===== src/sv/aaf_pkg.sv =====
`timescale 1ns / 1ps
// ----------------------------------------------------------------------------
// aaf_pkg - shared types and codes of the accumulator ALU
// Operation codes, flag bit positions and the item and state records.
// ----------------------------------------------------------------------------
package aaf_pkg;

	// operation codes
	localparam logic [3:0] FUNC_ADD  = 4'd0;
	localparam logic [3:0] FUNC_ADC  = 4'd1;
	localparam logic [3:0] FUNC_SUB  = 4'd2;
	localparam logic [3:0] FUNC_SBC  = 4'd3;
	localparam logic [3:0] FUNC_CP   = 4'd4;
	localparam logic [3:0] FUNC_AND  = 4'd5;
	localparam logic [3:0] FUNC_OR   = 4'd6;
	localparam logic [3:0] FUNC_XOR  = 4'd7;
	localparam logic [3:0] FUNC_INC  = 4'd8;
	localparam logic [3:0] FUNC_DEC  = 4'd9;
	localparam logic [3:0] FUNC_RL   = 4'd10;
	localparam logic [3:0] FUNC_RLC  = 4'd11;
	localparam logic [3:0] FUNC_BIT  = 4'd12;
	localparam logic [3:0] FUNC_LDA  = 4'd13;

	// flag bit positions
	localparam int unsigned FLAG_Z = 3;
	localparam int unsigned FLAG_N = 2;
	localparam int unsigned FLAG_H = 1;
	localparam int unsigned FLAG_C = 0;

	typedef struct packed {
		logic [3:0] func;
		logic [7:0] operand;
		logic       to_accumulator;
		logic [2:0] bit_pos;
	} aaf_item_t;

	typedef struct packed {
		logic [7:0] acc;
		logic [3:0] flags;
	} aaf_state_t;

endpackage


===== src/sv/aaf_in_if.sv =====
`timescale 1ns / 1ps
// ----------------------------------------------------------------------------
// aaf_in_if - operation channel
// Valid/ready channel that carries one ALU operation per transfer.
// ----------------------------------------------------------------------------
interface aaf_in_if;
	logic       valid;
	logic       ready;
	logic [3:0] func;
	logic [7:0] operand;
	logic       to_accumulator;
	logic [2:0] bit_pos;

	modport source (output valid, output func, output operand, output to_accumulator,
		output bit_pos, input ready);
	modport sink (input valid, input func, input operand, input to_accumulator,
		input bit_pos, output ready);
endinterface


===== src/sv/aaf_out_if.sv =====
`timescale 1ns / 1ps
// ----------------------------------------------------------------------------
// aaf_out_if - response channel
// Valid/ready channel that carries one result byte and its flags per transfer.
// ----------------------------------------------------------------------------
interface aaf_out_if;
	logic       valid;
	logic       ready;
	logic [7:0] result;
	logic [3:0] flags;

	modport source (output valid, output result, output flags, input ready);
	modport sink (input valid, input result, input flags, output ready);
endinterface


===== src/sv/aaf_alu.sv =====
`timescale 1ns / 1ps
// ----------------------------------------------------------------------------
// aaf_alu - accumulator ALU datapath
// Combinational execute of one operation against the current accumulator
// and flags; yields the result byte and the next state.
// ----------------------------------------------------------------------------
module aaf_alu (
	input  aaf_pkg::aaf_item_t  item,
	input  aaf_pkg::aaf_state_t cur,
	output logic [7:0]          result,
	output aaf_pkg::aaf_state_t nxt
);
	import aaf_pkg::*;

	logic       cin;
	logic [7:0] a;
	logic [7:0] v;
	logic [8:0] sum;
	logic [8:0] sub;
	logic [7:0] diff;
	logic [7:0] t;
	logic       low;

	assign a   = cur.acc;
	assign cin = cur.flags[FLAG_C];
	assign v   = item.to_accumulator ? a : item.operand;

	always_comb begin
		sum  = {1'b0, a} + {1'b0, item.operand}
			+ {8'd0, (item.func == FUNC_ADC) & cin};
		sub  = {1'b0, item.operand} + {8'd0, (item.func == FUNC_SBC) & cin};
		diff = a - sub[7:0];
		low  = (item.func == FUNC_RL) ? cin : v[7];
		t    = 8'd0;
		nxt    = cur;
		result = cur.acc;
		case (item.func)
			FUNC_ADD, FUNC_ADC: begin
				nxt.acc   = sum[7:0];
				nxt.flags = {sum[7:0] == 8'd0, 1'b0, 1'b0, sum[8]};
				result    = sum[7:0];
			end
			FUNC_SUB, FUNC_SBC, FUNC_CP: begin
				nxt.flags = {diff == 8'd0, 1'b1, 1'b0, sub > {1'b0, a}};
				if (item.func != FUNC_CP) begin
					nxt.acc = diff;
					result  = diff;
				end
			end
			FUNC_AND, FUNC_OR, FUNC_XOR: begin
				case (item.func)
					FUNC_AND: t = a & item.operand;
					FUNC_OR:  t = a | item.operand;
					default:  t = a ^ item.operand;
				endcase
				nxt.acc   = t;
				nxt.flags = {t == 8'd0, 3'b000};
				result    = t;
			end
			FUNC_INC, FUNC_DEC: begin
				t         = (item.func == FUNC_INC) ? v + 8'd1 : v - 8'd1;
				nxt.flags = {t == 8'd0, 3'b000};
				if (item.to_accumulator) nxt.acc = t;
				result    = t;
			end
			FUNC_RL, FUNC_RLC: begin
				t         = {v[6:0], low};
				nxt.flags = {t == 8'd0, 2'b00, v[7]};
				if (item.to_accumulator) nxt.acc = t;
				result    = t;
			end
			FUNC_BIT: begin
				// zero flag marks a clear tested bit
				nxt.flags = {~item.operand[item.bit_pos], 3'b000};
			end
			FUNC_LDA: begin
				nxt.acc = item.operand;
				result  = item.operand;
			end
			default: begin
				// unused codes leave everything as it is
			end
		endcase
	end

endmodule


===== src/sv/accumulator_alu_with_flags.sv =====
`timescale 1ns / 1ps
// An accepted operation passes through the input stage and then the result
// register before its response is valid. Throughput: one operation per cycle;
// both stages hold while the response side stalls with a full result
// register.
// Reset (arst_n low, asynchronous): accumulator and flags clear to zero and
// both stages empty.
// ----------------------------------------------------------------------------
// accumulator_alu_with_flags - eight-bit accumulator ALU with Z, N, C flags
// An input stage holds one operation; on advance the datapath executes it
// against the accumulator and flags, which update in the same edge as the
// result register.
// ----------------------------------------------------------------------------
module accumulator_alu_with_flags (
	input  logic       clk,
	input  logic       arst_n,
	aaf_in_if.sink     operation,
	aaf_out_if.source  response
);
	import aaf_pkg::*;

	// input stage
	logic       valid_s1;
	aaf_item_t  item_s1;

	// architectural state
	aaf_state_t state_q;

	// result register
	logic       out_valid_q;
	logic [7:0] result_q;
	logic [3:0] flags_q;

	logic       advance;
	logic       take;
	logic [7:0] alu_result;
	aaf_state_t alu_next;

	// Advance the input stage into the result register when the result
	// register is empty or its content is taken this cycle.
	assign advance = valid_s1 & (~out_valid_q | response.ready);
	// Take a new operation whenever the input stage empties or moves on.
	assign take    = operation.valid & operation.ready;

	assign operation.ready = ~valid_s1 | advance;

	aaf_alu u_alu (
		.item   (item_s1),
		.cur    (state_q),
		.result (alu_result),
		.nxt    (alu_next)
	);

	// Control state and architectural registers.
	always_ff @(posedge clk or negedge arst_n) begin
		if (!arst_n) begin
			valid_s1    <= 1'b0;
			out_valid_q <= 1'b0;
			state_q     <= '0;
		end else begin
			if (take) begin
				valid_s1 <= 1'b1;
			end else if (advance) begin
				valid_s1 <= 1'b0;
			end
			if (advance) begin
				out_valid_q <= 1'b1;
				// commit the state in order with the result
				state_q     <= alu_next;
			end else if (response.ready) begin
				out_valid_q <= 1'b0;
			end
		end
	end

	// Payload registers: hold while stalled.
	always_ff @(posedge clk) begin
		if (take) begin
			item_s1.func           <= operation.func;
			item_s1.operand        <= operation.operand;
			item_s1.to_accumulator <= operation.to_accumulator;
			item_s1.bit_pos        <= operation.bit_pos;
		end
		if (advance) begin
			result_q <= alu_result;
			flags_q  <= alu_next.flags;
		end
	end

	assign response.valid  = out_valid_q;
	assign response.result = result_q;
	assign response.flags  = flags_q;

endmodule


===== src/flat_wrapper.sv =====
// flat-port wrapper written by rule: the top's interface ports become plain ports
module accumulator_alu_with_flags_flat import aaf_pkg::*;
  (clk, arst_n, operation_valid, operation_func, operation_operand, operation_to_accumulator, operation_bit_pos, operation_ready, response_valid, response_result, response_flags, response_ready);
  aaf_in_if operation_i ();
  aaf_out_if response_i ();
  input  logic clk;
  input  logic arst_n;
  input wire logic [$bits(operation_i.valid)-1:0] operation_valid;
  input wire logic [$bits(operation_i.func)-1:0] operation_func;
  input wire logic [$bits(operation_i.operand)-1:0] operation_operand;
  input wire logic [$bits(operation_i.to_accumulator)-1:0] operation_to_accumulator;
  input wire logic [$bits(operation_i.bit_pos)-1:0] operation_bit_pos;
  output wire logic [$bits(operation_i.ready)-1:0] operation_ready;
  output wire logic [$bits(response_i.valid)-1:0] response_valid;
  output wire logic [$bits(response_i.result)-1:0] response_result;
  output wire logic [$bits(response_i.flags)-1:0] response_flags;
  input wire logic [$bits(response_i.ready)-1:0] response_ready;
  assign operation_i.valid = operation_valid;
  assign operation_i.func = operation_func;
  assign operation_i.operand = operation_operand;
  assign operation_i.to_accumulator = operation_to_accumulator;
  assign operation_i.bit_pos = operation_bit_pos;
  assign operation_ready = operation_i.ready;
  assign response_valid = response_i.valid;
  assign response_result = response_i.result;
  assign response_flags = response_i.flags;
  assign response_i.ready = response_ready;
  accumulator_alu_with_flags u_core (.clk(clk), .arst_n(arst_n), .operation(operation_i), .response(response_i));
endmodule

===== config.mk =====
export PLATFORM = sky130hd
export DESIGN_NAME = accumulator_alu_with_flags_flat
export DESIGN_NICKNAME = d
export VERILOG_FILES = /design/src/sv/aaf_pkg.sv /design/src/sv/aaf_in_if.sv /design/src/sv/aaf_out_if.sv /design/src/sv/aaf_alu.sv /design/src/sv/accumulator_alu_with_flags.sv /design/src/flat_wrapper.sv
export SDC_FILE = /design/constraint.sdc
export NUM_CORES = 1
export LEC_CHECK = 0
export BUFFER_PORTS_ARGS = -buffer_cell sky130_fd_sc_hd__buf_2
export CAP_MARGIN = 40
export CORE_MARGIN = 2
export CORE_UTILIZATION = 35
export DETAILED_ROUTE_END_ITERATION = 8
export PLACE_DENSITY = 0.57
export SYNTH_ARGS = -nofsm -noshare
export SYNTH_HDL_FRONTEND = slang
export SYNTH_SLANG_ARGS = --single-unit

===== constraint.sdc =====
create_clock -name clk -period 7.72 [get_ports clk]
set_input_delay 0.386 -clock clk [delete_from_list [all_inputs] [get_ports clk]]
set_output_delay 0.386 -clock clk [all_outputs]
set_load 0.02 [all_outputs]

==> impl.org, run 1 <==
** Timing
- Final Hold Fails :: 0
- Worst hold-check slack :: 0.229 ns
- Final setup vio count :: 0
- Across the routed clock network, the largest skew measured is 0.0124 ns.
- RSZ-0062 raised after global routing :: no
- Final max-slew violation count :: 0
- Final Cycle Share :: 0.550
- Sum Neg Setup Slack :: 0 ns
- Worst-margin pin slew :: 0.778 ns
- Fmax :: 236 MHz
- The worst pin sits at a relative slew slack of 0.479.
- The routed design could run at a clock period as short as 4.24 ns.

** Setup path
- Delay contributed by the slowest stage of the critical path :: 0.52 ns
- Start-to-end type of the worst setup path :: reg2reg
- Required time of the critical path :: 7.80 ns
- Standard cell with the maximum stage delay on the critical path :: nor3_1
- The worst setup path is captured at a flip-flop.
- The most numerous cell type found on the critical path is ha_1.
- STA classifies the critical path startpoint as a flip-flop.
- Arrival time at the worst endpoint :: 4.32 ns
- Largest fanout of any net on the critical path :: 26
- Worst path cell trace :: buf_4 -> inv_2 -> nor3_1 -> and3_1 -> ha_1 -> ha_1 -> nand3_1 -> nor2_1 -> xnor2_1 -> ha_1 -> nand3_1 -> or4_1 -> o311a_1 -> a211oi_1 -> a21oi_1

** Detailed routing
- The detailed router finished its first iteration with 304 violations.
- Number of design rule violations left after detail routing :: 0
- Across all layers, the routed design uses 3531 vias.
- Residual antenna-violating net count after detailed routing :: 0
- The first detailed-routing pass took 5 iterations.
- In the final routed layout, each cell accounts on average for 19.8 um.
- After detailed routing, the number of vias per cell comes to 5.69.
- Wires add up to 12.3 mm.

** Placement
- Buffers placed on the I/O ports in this run total 33.
- GPL Wtd Cong :: 0.963
- Estimated wirelength of the detail-placed design :: 9.84 mm

** Synth
- After synthesis, the netlist uses 68 different library cells.
- Top area cells in the synthesized netlist :: edfxtp_1 (21%), ha_1 (13%), dfrtp_1 (8.9%)
- The largest total area in the synthesized netlist belongs to edfxtp_1.
- The cell count after synthesis came out at 448.
- Number of flops mapped to enable cells by yosys :: 28
- Post-synthesis instance area :: 3930 um2
- Each instance of the synthesized netlist takes up on average 8.76 um2.
- The synthesized design contains 42 register bits.
- Sequential fraction of the synthesis area :: 0.303
- Yosys printed 0 warnings.
- Share of synthesized flip-flops with an asynchronous set or reset :: 0.333
- The share of synthesized area in the top cell type comes to 0.214.
- For this run, the leading register cell type out of synthesis is edfxtp_1.
- Synthesis produced a netlist with a net count of 512.

** Cells and area
- The net count of the finished layout is 544.
- The layout has 1106 filler cells.
- Antenna diode instance count :: 0
- Synth-to-Final Area Change :: 10.9%
- In the layout the commonest cells are ha_1 (40), nor2_1 (39), o21ai_0 (37).
- Of the cells placed in the final design, the portion with a size suffix greater than 1 is 0.127.
- Most frequent standard cell in the layout excluding fill and tap cells :: ha_1

** Clocking
- No sink is reached through more buffers than the 2 on the longest clock path.
- In this run, CTS created clock tree buffers numbering 5.
- Clock tree synthesis selected as its root buffer the cell clkbuf_8.
- Clock-pin slew was measured on the worst setup and hold paths at 0.09 ns.
- H-tree depth :: 2
- Post_cts resized :: 0
- Total clock sinks :: 42
- TritonCTS built the clock tree.
- For the worst-skew pair, the clock arrives at the later sink with an insertion delay of 0.33 ns.

** Die
- Height of the chip :: 110 um
- Initial standard-cell utilization of the core :: 0.360
- Total die area :: 12100 um2
- Count of pins on the block boundary :: 34
- The floorplan has 38 rows.
- The core region is 10900 um2.
- Die extent in x :: 110 um

** Global routing
- The via count of the first global-routing pass was 3472.
- Pin count of the biggest net entering global routing :: 27
- Number of antenna violations at the first check in global routing :: 0
- The first global-routing pass estimated 19.4 mm of wire.
- Across every metal layer, demand over resource in global routing totals 0.219.
- Final global-route overflow total :: 0

** Power and ir drop
- Of the total power, the clock network draws 0.155.
- Leakage Power :: 1.84 nW
- The share of total power dissipated in combinational logic is 0.554.
- Worst vdd rail ir drop :: 0.110 mV
- Net switching share of the total power :: 0.465
- Internal power comes to 642 uW.
- Switching power total :: 558 uW
- Power per cell area :: 276 nW/um2
- The share of total power dissipated in sequential elements is 0.291.

** Hold path
- Worst min-delay path category :: in2reg

** Flow run
- Max-Cap Viols :: 0

** Status
- The flow ran to the end, and the final reports show no timing, DRC or antenna violations.
## metrics by stage
stage	util	cells	power, mW	instance area, um2	setup slack, ns
after floorplan	-	448	0.805	3930	4.16
after global placement	0.388	611	1.01	4220	3.48
after detailed placement	0.389	612	1.00	4230	3.47
after CTS	0.400	621	1.20	4350	3.45
after global routing	0.400	621	1.29	4350	3.16
final	0.400	621	1.20	4350	3.48
## flip-flops by register name, summed over array words and instances, names as in the netlist
signal / count
u_core.response.valid: 1
u_core.response.flags: 4
u_core.state_q: 12
u_core.response.result: 8
u_core.valid_s1: 1
u_core.item_s1: 16
## layer usage
metal / wire length, um / vias to the layer above / GRT usage
met1: 5430 / 1651 / 0.288
met3: 893 / 34 / 0.0533
met5: 0 / - / 0
li1: - / 1694 / -
met4: 550 / 0 / 0.107
met2: 5430 / 152 / 0.335
## critical path, delay by kind of cell, from the launching register on
| family | cells | cell delay (ns) |
|---|---|---|
| buf+inv | 2 | 0.44 |
| xor+xnor | 1 | 0.10 |
| compound gates | 3 | 0.64 |
| flops | 1 | 0.33 |
| fa+ha+maj | 3 | 0.78 |
| simple gates | 6 | 1.70 |
## kinds of logic after synthesis
logic type | synth area share
flops | 0.303
fa+ha+maj | 0.148
compound gates | 0.218
buf+inv | 0.0529
mux | 0.0341
xor+xnor | 0.0491
simple gates | 0.195
## area by class of cell
type	instances	area (um2)	share of cell area
Multi-Input combinational cell	355	2530	0.580
Sequential cell	42	1190	0.274
Timing Repair Buffer	38	205	0.0471
Tap cell	140	175	0.0402
Inverter	38	143	0.0328
Clock buffer	5	68.8	0.0158
Clock inverter	3	43.8	0.0101
## synth_stat cells, types with 4 or more instances
library cell / instances
a221o_1: 5
mux2i_1: 4
inv_1: 36
nand3b_1: 4
a21oi_1: 29
nor4_1: 5
edfxtp_1: 28
o21ai_0: 37
o211ai_1: 6
clkbuf_1: 5
fa_1: 4
ha_1: 40
o21a_1: 4
nor3_1: 7
xnor2_1: 15
nor2b_1: 7
buf_2: 4
a211oi_1: 4
xor2_1: 7
a22oi_1: 5
a21o_1: 4
dfrtp_1: 14
nand2_1: 36
a31oi_1: 5
a21boi_0: 5
nand3_1: 12
a221oi_1: 7
nor2_1: 39
nand2b_1: 12
## path summary, 6_finish.rpt
path	from	end	slack, ns	cells past startpoint
min in group asynchronous	arst_n	u_core.state_q[9]	0.49	2
hold / removal	operation_operand[6]	u_core.item_s1[10]	0.23	1
setup / recovery	u_core.item_s1[13]	u_core.response.flags[0]	3.48	15
hold reg to reg	u_core.valid_s1	u_core.response.valid	0.50	1
setup reg to reg	u_core.item_s1[13]	u_core.response.flags[0]	3.48	15
max in group asynchronous	arst_n	u_core.state_q[2]	6.96	2
## power groups by stage
stage / Clock (mW) / Combinational, mW / Sequential [mW]
after floorplan: 0 / 0.467 / 0.338
after global placement: 0 / 0.654 / 0.353
after detailed placement: 0 / 0.651 / 0.352
after CTS: 0.192 / 0.656 / 0.347
after global routing: 0.201 / 0.731 / 0.355
final: 0.186 / 0.665 / 0.350
## timing repair
item | 4_1_cts | 5_1_grt
endpoints found under the hold margin | 14 | 0
hold buffers | 1 | 0
buffers inserted | 0 | 0
Power figures use the tool's default switching activity.
==> run 2, diff against run 1 <==
PLACE_DENSITY = 0.58   (was 0.57)
clock period = 3.9 ns   (was 7.72 ns; I/O delays follow)
==> run 2 against run 1 <==
  * Wire length up 1.7%
  * Largest cell class unchanged
  * Global-route usage about the same
  * Flip-flop and latch count unchanged
  * First-iteration DRC count up 40%
  * Sequential power up 94%
  * Clock-buffer cell count up 2
  * Worst hold slack worse by 0.17 ns
  * Clock power up 64%
  * Non-clock buffer count up 10
  * Largest power group unchanged
==> impl.org, run 2 (synthesized netlist as in run 1, its figures left out) <==
** Timing
- The total negative slack for setup checks came to 0 ns (unchanged).
- Final Cycle Share :: 0.943 (was 0.550)
- The final count of pins violating max slew came to 0 (unchanged).
- Worst-margin pin slew :: 0.648 ns (was 0.778 ns)
- The achievable clock frequency came to 272 MHz (was 236 MHz).
- The tightest hold margin is 0.0573 ns (was 0.229 ns).
- Time the final worst path needs with I/O delays and setup :: 3.68 ns (was 4.24 ns)
- Final Hold Fails :: 0 (unchanged)
- The setup skew after layout was 0.0149 ns (was 0.0124 ns).
- The final setup violation count is 0 (unchanged).
- Worst slew margin relative to its limit :: 0.568 (was 0.479)

** Cells and area
- The count of nets after finishing was 554 (was 544).
- Number of flip-flops in the largest register :: 16 (unchanged)
- The antenna diode instance count came to 0 (unchanged).
- The fraction of final layout cells sized beyond drive strength 1 is 0.147 (was 0.127).
- Commonest cells after routing, fill and taps aside: ha_1 (40), nor2_1 (39), o21ai_0 (37) (unchanged).
- Most frequent standard cell in the layout excluding fill and tap cells :: ha_1 (unchanged)
- Synth-to-Final Area Change :: 12.7% (was 10.9%)
- The register with the most flip-flops was u_core.item_s1 (unchanged).

** Global routing
- The total global routing overflow is 0 (unchanged).
- Pin count of the biggest net entering global routing :: 24 (was 27)
- Global router's overall resource usage :: 0.220 (was 0.219)
- The via count of the first global-routing pass came to 3549 (was 3472).
- The first-pass GRT wire length came to 19.7 mm (was 19.4 mm).
- Number of antenna violations at the first check in global routing :: 0 (unchanged)

** Power and ir drop
- The power density over the cells came to 528 nW/um2 (was 276 nW/um2).
- Leakage Power :: 1.89 nW (was 1.84 nW)
- The largest voltage drop on the vdd net came to 0.216 mV (was 0.110 mV).

** Setup path
- The delay contributed by the slowest stage of the critical path came to 0.47 ns (was 0.52 ns).
- Standard cell with the maximum stage delay on the critical path :: edfxtp_1 (was nor3_1)
- The worst endpoint data arrival time is 3.74 ns (was 4.32 ns).
- The worst endpoint required time is 3.96 ns (was 7.80 ns).
- The endpoint type of the worst setup path is a flip-flop (unchanged).
- Crit path from :: u_core.item_s1[13] (unchanged)
- Start-to-end type of the worst setup path :: reg2reg (unchanged)
- The cell seen most often among critical-path stages is ha_1 (unchanged).
- The worst reg2reg path startpoint was u_core.item_s1[13] (unchanged).
- Crit path launch type :: flip-flop (unchanged)
- Worst path cell trace: inv_2 -> nor3_1 -> and3_1 -> ha_1 -> ha_1 -> nand3_1 -> xnor2_2 -> ha_1 -> nand2_1 -> o21ai_0 -> o21a_1 -> nor2_1 -> xnor2_1 -> nor2_1 -> a31oi_1 -> a31oi_1 (was buf_4 -> inv_2 -> nor3_1 -> and3_1 -> ha_1 -> ha_1 -> nand3_1 -> nor2_1 -> xnor2_1 -> ha_1 -> nand3_1 -> or4_1 -> o311a_1 -> a211oi_1 -> a21oi_1).
- Largest fanout of any net on the critical path :: 10 (was 26)

** Clocking
- The CTS sink count came to 42 (unchanged).
- H-tree depth :: 2 (unchanged)
- Clock root buffer :: clkbuf_8 (unchanged)
- Clock transition at the registers of the reported paths :: 0.09 ns (about the same)
- Total clock buffers created by CTS :: 5 (unchanged)
- The number of buffers added for setup after CTS was 0 (unchanged).
- Maximum clock path buffer count :: 2 (unchanged)
- The clock network latency to the later pin of the worst-skew pair came to 0.31 ns (was 0.33 ns).
- The TritonCTS clock tree is built (unchanged).

** Placement
- GPL Wtd Cong :: 0.959 (was 0.963)
- The count of input and output buffers came to 33 (unchanged).
- Estimated wirelength of the detail-placed design :: 9.83 mm (was 9.84 mm)

** Detailed routing
- The wire length per cell after detailed routing is 19.8 um (about the same).
- Drt via density :: 5.78 (was 5.69)
- Residual antenna-violating net count after detailed routing :: 0 (unchanged)
- The number of DRC violations after detailed-routing iteration 0 was 425 (was 304).
- Vias :: 3650 (was 3531)
- The wire length after detailed routing is 12.5 mm (was 12.3 mm).
- Number of design rule violations left after detail routing :: 0 (unchanged)
- Number of iterations in the first detailed-routing pass :: 5 (unchanged)

** Die
- The die outline width came to 110 um (unchanged).
- The initial standard-cell utilization of the core is 0.360 (unchanged).
- The floorplan die area came to 12100 um2 (unchanged).
- Height of the chip :: 110 um (unchanged)
- Count of pins on the block boundary :: 34 (unchanged)
- The area of the core is 10900 um2 (unchanged).
- The total number of placement rows came to 38 (unchanged).

** Status
- Run status :: finished clean (unchanged)

** Flow run
- The count of max-cap constraint violations came to 0 (unchanged).

** Hold path
- The class of the tightest hold or removal check is in2reg (unchanged).
- Hold path startpoint :: operation_operand[3] (was operation_operand[6])
[run 2: worst max-delay path, delay by kind of cell, from the launching register on]
kind,cells,cell delay (ns)
adder cells (fa/ha/maj),3,0.78
flip-flops,1,0.47
buffers and inverters,1,0.14
XOR/XNOR,2,0.46
AND/OR/NAND/NOR,6,0.83
AO/OA/AOI/OAI,4,0.77
[run 2: report_power, final]
part           internal [mW]  switching [mW]
sequential             0.564           0.115
clock                  0.146           0.158
combinational          0.533           0.818
total                   1.24            1.09
[run 2: area by class of cell]
type / instances / area (um2)
well taps: 140 / 175
clock inverters: 1 / 8.76
inverters: 38 / 143
multi-input cells: 355 / 2540
repair buffers: 48 / 280
fillers: 1088 / 6460
flip-flops and latches: 42 / 1190
clock buffers: 7 / 86.3
[run 2: final timing paths]
kind,end,slack [ns],cells past startpoint
min in group asynchronous,u_core.state_q[7],0.31,2
worst min register to register,u_core.response.valid,0.50,1
worst min-delay path,u_core.item_s1[7],0.06,1
max in group asynchronous,u_core.state_q[4],3.31,2
worst max register to register,u_core.response.flags[3],0.22,16
worst max-delay path,u_core.response.flags[3],0.22,16
[run 2: repair_timing]
action / 4_1_cts / 5_1_grt
setup endpoints to repair: 0 / 2
gates resized for setup: 0 / 2
hold buffers: 1 / 0
hold endpoints to repair: 14 / 0
[run 2: metal layers]
layer | GRT usage | share of wire | vias to the layer above
met5 | 0 | 0 | -
met2 | 0.349 | 0.44 | 184
met1 | 0.296 | 0.43 | 1706
met4 | 0.0922 | 0.049 | 0
met3 | 0.0326 | 0.073 | 47
li1 | - | - | 1713
[run 2: metrics by stage]
stage	cell area (um2)	std cells	total power, mW	utilization	setup WS (ns)
6_report	4420	631	2.33	0.406	0.222
5_1_grt	4420	631	2.50	0.406	-0.00992
4_1_cts	4410	631	2.31	0.405	0.277
3_5_place_dp	4310	622	2.00	0.395	0.292
3_3_place_gp	4300	621	1.99	0.395	0.400
2_1_floorplan	3930	448	1.59	-	0.342
